$ cat config.mk
export PLATFORM = sky130hd
export DESIGN_NAME = rmeu_muldiv
export DESIGN_NICKNAME = d
export VERILOG_FILES = /design/src/rtl/rmeu_pkg.sv /design/src/rtl/rmeu_muldiv.sv
export SDC_FILE = /design/constraint.sdc
export NUM_CORES = 1
export LEC_CHECK = 0
export BUFFER_PORTS_ARGS = -buffer_cell sky130_fd_sc_hd__clkbuf_2
export CAP_MARGIN = 10
export CORE_ASPECT_RATIO = 1.5
export CORE_MARGIN = 5
export CORE_UTILIZATION = 65
export DETAILED_ROUTE_END_ITERATION = 12
export GPL_ROUTABILITY_DRIVEN = 0
export PLACE_DENSITY_LB_ADDON = 0.1
export SYNTH_ARGS = -nofsm -noshare
export SYNTH_HDL_FRONTEND = slang
export SYNTH_SLANG_ARGS = --single-unit
$ cat constraint.sdc
create_clock -name clk -period 10.3 [get_ports clk]
set_input_delay 1.03 -clock clk [delete_from_list [all_inputs] [get_ports clk]]
set_output_delay 1.03 -clock clk [all_outputs]
set_load 0.02 [all_outputs]
$ cat src/rtl/rmeu_pkg.sv
// rmeu_pkg: shared types and codes of the register machine execute unit
// depends on nothing; imported by the shared unit, the top level and the testbench
package rmeu_pkg;

  // function codes
  typedef enum logic [3:0] {
    F_LOAD  = 4'd0,
    F_ADD   = 4'd1,
    F_SUB   = 4'd2,
    F_MUL   = 4'd3,
    F_DIV   = 4'd4,
    F_POW   = 4'd5,
    F_AND   = 4'd6,
    F_OR    = 4'd7,
    F_XOR   = 4'd8,
    F_NOT   = 4'd9,
    F_STORE = 4'd10
  } func_t;

  // operand source codes; the fourth code reads memory as well
  typedef enum logic [1:0] {
    MODE_IMM = 2'd0,
    MODE_REG = 2'd1,
    MODE_MEM = 2'd2,
    MODE_MEM_ALT = 2'd3
  } mode_t;

  // guard codes
  typedef enum logic [2:0] {
    G_ALWAYS = 3'd0,
    G_EQ     = 3'd1,
    G_NE     = 3'd2,
    G_LT     = 3'd3,
    G_GT     = 3'd4,
    G_LE     = 3'd5,
    G_GE     = 3'd6,
    G_NEVER  = 3'd7
  } guard_t;

  // error codes
  typedef enum logic [1:0] {
    ERR_NONE = 2'd0,
    ERR_REG  = 2'd1,
    ERR_DIV  = 2'd2,
    ERR_ADDR = 2'd3
  } err_t;

  // operand slots in fetch order
  typedef enum logic [1:0] {
    OPS_C = 2'd0,
    OPS_D = 2'd1,
    OPS_A = 2'd2,
    OPS_B = 2'd3
  } opsel_t;

  // sequencer states
  typedef enum logic [3:0] {
    ST_CLEAR,
    ST_IDLE,
    ST_FETCH,
    ST_MEMRD,
    ST_GUARD,
    ST_EXEC,
    ST_MDWAIT,
    ST_POW,
    ST_POWMUL,
    ST_POWSQ,
    ST_WRITE,
    ST_DONE
  } state_t;

  // shared multiply / divide unit
  typedef enum logic {
    MD_MUL = 1'b0,
    MD_DIV = 1'b1
  } md_op_t;

  typedef struct packed {
    logic   start;
    md_op_t op;
  } md_req_t;

  typedef struct packed {
    logic busy;
    logic done;
  } md_stat_t;

  // one input beat as latched by the sequencer
  typedef struct packed {
    logic [3:0]  func;
    logic [15:0] dest;
    logic [1:0]  a_mode;
    logic [31:0] a_value;
    logic [1:0]  b_mode;
    logic [31:0] b_value;
    logic [2:0]  guard;
    logic [1:0]  c_mode;
    logic [31:0] c_value;
    logic [1:0]  d_mode;
    logic [31:0] d_value;
  } item_t;

endpackage

$ cat src/rtl/rmeu_muldiv.sv
// rmeu_muldiv: shared bit-serial multiplier and restoring signed divider
// depends on rmeu_pkg; one bit per cycle
module rmeu_muldiv import rmeu_pkg::*; #(
  parameter int W = 32
) (
  input  logic         clk,
  input  logic         rst_n,
  input  md_req_t      req,
  input  logic [W-1:0] a,
  input  logic [W-1:0] b,
  output md_stat_t     stat,
  output logic [W-1:0] result
);

  localparam int CW = $clog2(W + 1);

  logic          busy_r, busy_nxt;
  logic          done_r, done_nxt;
  logic [CW-1:0] cnt_r, cnt_nxt;
  md_op_t        op_r, op_nxt;
  logic          neg_r, neg_nxt;
  logic [W:0]    acc_r, acc_nxt;
  logic [W-1:0]  opa_r, opa_nxt;
  logic [W-1:0]  opb_r, opb_nxt;

  // start, one step per cycle, finish
  always_comb begin
    logic [W:0]   rem_sh;
    logic [W-1:0] ma;
    logic [W-1:0] mb;
    busy_nxt = busy_r;
    done_nxt = 1'b0;
    cnt_nxt  = cnt_r;
    op_nxt   = op_r;
    neg_nxt  = neg_r;
    acc_nxt  = acc_r;
    opa_nxt  = opa_r;
    opb_nxt  = opb_r;
    rem_sh   = {acc_r[W-1:0], opa_r[W-1]};
    ma       = a[W-1] ? (~a + 1'b1) : a;
    mb       = b[W-1] ? (~b + 1'b1) : b;
    if (req.start) begin
      busy_nxt = 1'b1;
      cnt_nxt  = CW'(W);
      op_nxt   = req.op;
      acc_nxt  = '0;
      if (req.op == MD_DIV) begin
        opa_nxt = ma;
        opb_nxt = mb;
        neg_nxt = a[W-1] ^ b[W-1];
      end else begin
        opa_nxt = a;
        opb_nxt = b;
        neg_nxt = 1'b0;
      end
    end else if (busy_r) begin
      if (op_r == MD_DIV) begin
        if (rem_sh >= {1'b0, opb_r}) begin
          acc_nxt = rem_sh - {1'b0, opb_r};
          opa_nxt = {opa_r[W-2:0], 1'b1};
        end else begin
          acc_nxt = rem_sh;
          opa_nxt = {opa_r[W-2:0], 1'b0};
        end
      end else begin
        if (opb_r[0]) begin
          acc_nxt = {1'b0, acc_r[W-1:0] + opa_r};
        end
        opa_nxt = {opa_r[W-2:0], 1'b0};
        opb_nxt = {1'b0, opb_r[W-1:1]};
      end
      cnt_nxt = cnt_r - 1'b1;
      if (cnt_r == CW'(1)) begin
        busy_nxt = 1'b0;
        done_nxt = 1'b1;
      end
    end
  end

  // control registers
  always_ff @(posedge clk) begin
    if (!rst_n) begin
      busy_r <= 1'b0;
      done_r <= 1'b0;
      cnt_r  <= '0;
    end else begin
      busy_r <= busy_nxt;
      done_r <= done_nxt;
      cnt_r  <= cnt_nxt;
    end
  end

  // datapath registers
  always_ff @(posedge clk) begin
    op_r  <= op_nxt;
    neg_r <= neg_nxt;
    acc_r <= acc_nxt;
    opa_r <= opa_nxt;
    opb_r <= opb_nxt;
  end

  // result holds once done until the next start
  always_comb begin
    if (op_r == MD_DIV) begin
      result = neg_r ? (~opa_r + 1'b1) : opa_r;
    end else begin
      result = acc_r[W-1:0];
    end
  end

  assign stat.busy = busy_r;
  assign stat.done = done_r;

endmodule

=== Word-level counts from Yosys, hierarchy flattened ===
Index checks and enable logic that the tools add are counted.

* Add/subtract/negate cells: 6
* $lt $le $gt $ge: 1
* Equal/unequal tests: 2
* Reduce and logical (&&, ||, !) cells: 6
* Mux-type cells: 22
* Bitwise operators: 6

{| class="wikitable"
|+ Operators with widths
! cell !! number
|-
| 32-bit two-way mux || 14
|-
| 32-bit by 1-bit adder with 32-bit output (second input constant) || 3
|-
| 32-bit NOT || 3
|-
| 33-bit by 32-bit greater-or-equal comparator with 1-bit output || 1
|-
| 32-bit adder || 1
|-
| 32-bit subtractor || 1
|-
| 6-bit two-way mux || 2
|-
| 6-bit by 1-bit == test with 1-bit output (second input constant) || 1
|-
| 1-bit two-way mux || 6
|-
| 6-bit by 1-bit subtractor with 6-bit output (second input constant) || 1
|-
| 2-bit AND reduction || 2
|-
| 2-bit nonzero test || 2
|-
| 3-bit OR reduction || 1
|-
| 2-bit != test (second input constant) || 1
|-
| 1-bit NOT || 2
|-
| 2-bit OR reduction || 1
|-
| 1-bit XOR || 1
|}

* Output and inout bits: 34
* Bits in registers: 106
* Logic and storage cells: 52
* Input port bits: 68

=== Logic depth before layout (Yosys ltp) ===
* Depth in word-level cells: 5
* Depth in mapped cells: 14
* Depth with buffers taken out: 12

=== Worst setup path before layout ===
Ideal clock, no wire load.

* Path kind: register to output
* Start: register opa_r[6]
* End: output port result[29]
* Arrival time: 3009 ps
* Cell stages (with the launch flop): 9
* Buffers on the path: 0
* Path slack: 6261 ps
* Path through: edfxtp_1 > or4_4 > or3_4 > or3_4 > nand2b_4 > or4_4 > o41ai_2 > xor2_1 > a21oi_1

* Longest elaborated chain between the ends: 4

{| class="wikitable"
|+ Ends and longest elaborated chain
! item !! RTL line !! source
|-
| start, declared || rmeu_muldiv.sv:23 || <nowiki>logic [W-1:0] opa_r, opa_nxt;</nowiki>
|-
| start signal, assigned || rmeu_muldiv.sv:98 || <nowiki>opa_r <= opa_nxt;</nowiki>
|-
| 32-bit NOT || rmeu_muldiv.sv:105 || <nowiki>result = neg_r ? (~opa_r + 1'b1) : opa_r;</nowiki>
|-
| 32-bit by 1-bit adder with 32-bit output || rmeu_muldiv.sv:105 ||
|-
| 32-bit two-way mux || rmeu_muldiv.sv:105 ||
|-
| 32-bit two-way mux || rmeu_muldiv.sv:104 || <nowiki>if (op_r == MD_DIV) begin</nowiki>
|-
| end, declared || rmeu_muldiv.sv:12 || <nowiki>output logic [W-1:0] result</nowiki>
|}

No other way between the ends.

=== Worst setup path in the final report ===
* Start: register opa_r[5]
* End: output port result[31]

Same word-level chain as after synthesis.

==> impl_metrics.py <==
metrics = {
    "cells_and_area": {
        "multi_input_area_mm2": 0.00691,
        "final_common_cell": "nor2_1",
        "regArea_mm2": 0.00278,
        "syn_to_final_growth_pct": 8.19,
        "nFillCells": 1382,
        "num-nets-final": 1503,
        "drive_gt1_share_pct": 10.7,
        "fin_cells": 1573,
        "antenna_cells": 0,
        "final_cell_mix": "nor2_1 (179), a21oi_1 (177), clkbuf_2 (100)",
    },
    "timing": {
        "setup_viol": 0,
        "relSlewSlack_pct": 29.8,
        "rsz0062_at_grt": "false",
        "timing_hold_violations_final": 0,
        "worst-slew-pin-transition_ns": 1.05,
        "whs_ns": 0.498,
        "slew_violations": 0,
        "finClkSkew_ns": 0.0114,
        "max_freq_ghz": 0.212,
        "post-route-min-period_ns": 4.73,
        "fin_crit_sh_pct": 45.9,
        "finalSetupTns_ns": 0,
    },
    "clocking": {
        "cts-root-buf": "clkbuf_16",
        "cts_tree": "done",
        "cts_buffer_depth": 2,
        "cts.sinks": 106,
        "cts_htree_levels": 3,
        "clock_latency_ns": 0.36,
        "cts_buffers": 9,
        "post_cts_buffers": 0,
        "cts_hold_buf": 0,
        "cts.repair.resized": 0,
        "clk_pin_slew_ns": 0.08,
    },
    "yosys": {
        "synth_edf_count": 66,
        "syn-instance-count": 1309,
        "ys.flop_type": "edfxtp_1",
        "synth_area_leaders": "edfxtp_1 (19%), a21oi_1 (8.7%), ha_1 (8.3%)",
        "syn-num-nets": 1447,
        "yosysUniqueCellTypes": 69,
        "synth.top_cell.area_share_pct": 19.4,
        "yosys_warnings": 0,
        "synthesis.area_mm2": 0.0102,
        "async_reset_ff_share_pct": 0,
        "syn_avg_cell_area_um2": 7.79,
        "synth_largest_area_cell": "edfxtp_1",
        "seq_area_frac_synth_pct": 27.3,
        "ys_seq_elements": 106,
    },
    "power_and_ir_drop": {
        "peakVddDrop_mv": 0.0789,
        "leakagePower_nw": 4.61,
        "cellPowerDensity_mw_per_mm2": 141,
        "p_total_w": 0.00155,
    },
    "drt": {
        "vias_per_cell": 6.20,
        "drtAntennaViolNets": 0,
        "drcViolationCount": 0,
        "drt_iter0_markers": 724,
        "route.vias.total": 9758,
        "wl_um": 26700,
        "wl_per_cell_um": 16.9,
        "firstDrtPassIters": 5,
    },
    "worst_setup_path": {
        "critPathArrivalTime_ns": 3.70,
        "cpMaxStageDelayCell": "or4_4",
        "r2r_setup_slack_ns": 6.30,
        "crit_type": "reg -> out",
        "startpoint_type": "flop",
        "worst_setup_path_end_kind": "primary output",
        "path_cells": "or4_4 > or3_4 > or3_4 > nand2b_4 > or4_4 > o31ai_4 > xnor2_1 > a21oi_1 > clkbuf_2",
        "required_ns": 9.27,
        "crit_path_max_incr_delay_ns": 0.57,
        "cp_max_fo": 5,
    },
    "placement": {
        "port_buffers": 101,
        "place.detailed.hpwl_um": 20500,
        "dpl.cell_count": 1557,
    },
    "die": {
        "fp.dieW_um": 112,
        "core_area_mm2": 0.0156,
        "ios": 102,
        "dieArea_mm2": 0.0183,
        "start_util_pct": 65.5,
        "num_rows": 56,
        "die_h_um": 163,
    },
    "global_routing": {
        "grt_usage_pct": 28.0,
        "grt_max_degree": 92,
        "grt_pass1_wl_um": 43100,
        "grt_pass1_vias": 9240,
        "grt_overflow_total": 0,
        "antenna_found_initial": 0,
    },
    "outcome": {
        "status": "finished clean",
    },
    "run": {
        "cap_violations": 0,
    },
    "min_path": {
        "hold_path.class": "reg -> reg",
    },
}
## registers in the layout, indices dropped and copies added (netlist names)
signal  flops
acc_r      32
opa_r      32
opb_r      32
cnt_r       6
busy_r      1
done_r      1
neg_r       1
op_r        1
## metal layers
metal  global-route usage [%]  up-vias  routed length, um
met5                        0        -                  0
met4                     12.5        0               1120
met3                     2.71       72               1530
met2                     49.6      326              13000
met1                     34.5     4472              11000
li1                         -     4888                  -
## cell families (layout without fill, tap and decap cells)
kind of cell	after synthesis	after routing	share of synthesized area [%]
xor+xnor	143	143	12.3
compound gates	438	438	26.9
simple gates	413	413	18.6
buf+inv	127	188	4.92
mux	12	12	1.26
flops	106	106	27.3
fa+ha+maj	70	70	8.74
## area by class of cell
type,count,share of cell area (%)
clock buffer,12,2.24
inverter,64,2.18
multi-input combinational,1076,62.7
clock inverter,4,0.250
tap,203,2.30
timing repair buffer,108,5.08
sequential,106,25.2
## synthesized netlist by cell type, types with 4 or more instances
cell / instances
a21oi_1: 177
edfxtp_1: 66
o21ai_0: 69
a21o_1: 33
a2111oi_0: 6
a31oi_1: 28
buf_1: 5
o21a_1: 6
and2_1: 10
buf_4: 4
o211ai_1: 10
nor2b_1: 8
nor2_1: 179
and3_1: 8
o41ai_1: 14
mux2i_1: 5
o21bai_1: 6
nor3_1: 31
xnor2_1: 70
or3_1: 7
nand2_1: 94
ha_1: 68
dfxtp_1: 40
mux2_2: 7
nand3_1: 12
or4_1: 9
o21ai_1: 5
nand4_1: 14
nand2b_1: 16
inv_1: 63
xor2_1: 73
nor4_1: 11
a211oi_1: 21
o31ai_1: 23
clkbuf_1: 51
## critical path, delay by kind of cell, from the launching register on
family | cells | cell delay [ns]
DFF | 1 | 0.48
and+or+nand+nor | 5 | 1.99
AOI/OAI and AO/OA | 2 | 0.54
buffers and inverters | 1 | 0.24
xor gates and xnor gates | 1 | 0.09
## worst paths after layout
kind	from	endpoint	cells after the start
worst max register to register	opa_r[31]$_DFFE_PP_	acc_r[0]$_SDFFE_PP0P_	11
worst min register to register	cnt_r[1]$_SDFFE_PP0P_	cnt_r[1]$_SDFFE_PP0P_	2
worst max-delay path	opa_r[5]$_DFFE_PP_	result[31]	9
worst min-delay path	cnt_r[1]$_SDFFE_PP0P_	cnt_r[1]$_SDFFE_PP0P_	2
## power breakdown
group / internal [W] / switching, W / total (W)
registers: 0.000504 / 0.0000619 / 0.000566
clock network: 0.000171 / 0.000160 / 0.000331
logic: 0.000262 / 0.000391 / 0.000653
## stage by stage
| stage | util [%] | area (um^2) | setup WS, ns |
|---|---|---|---|
| 2_1_floorplan | - | 10200 | 6.26 |
| 3_5_place_dp | 69.1 | 10800 | 5.93 |
| 4_1_cts | 70.9 | 11000 | 5.55 |
| 5_1_grt | 70.9 | 11000 | 5.49 |
| 3_3_place_gp | 69.1 | 10800 | 5.98 |
| 6_report | 70.9 | 11000 | 5.57 |
(Power assumes the default switching activity.)
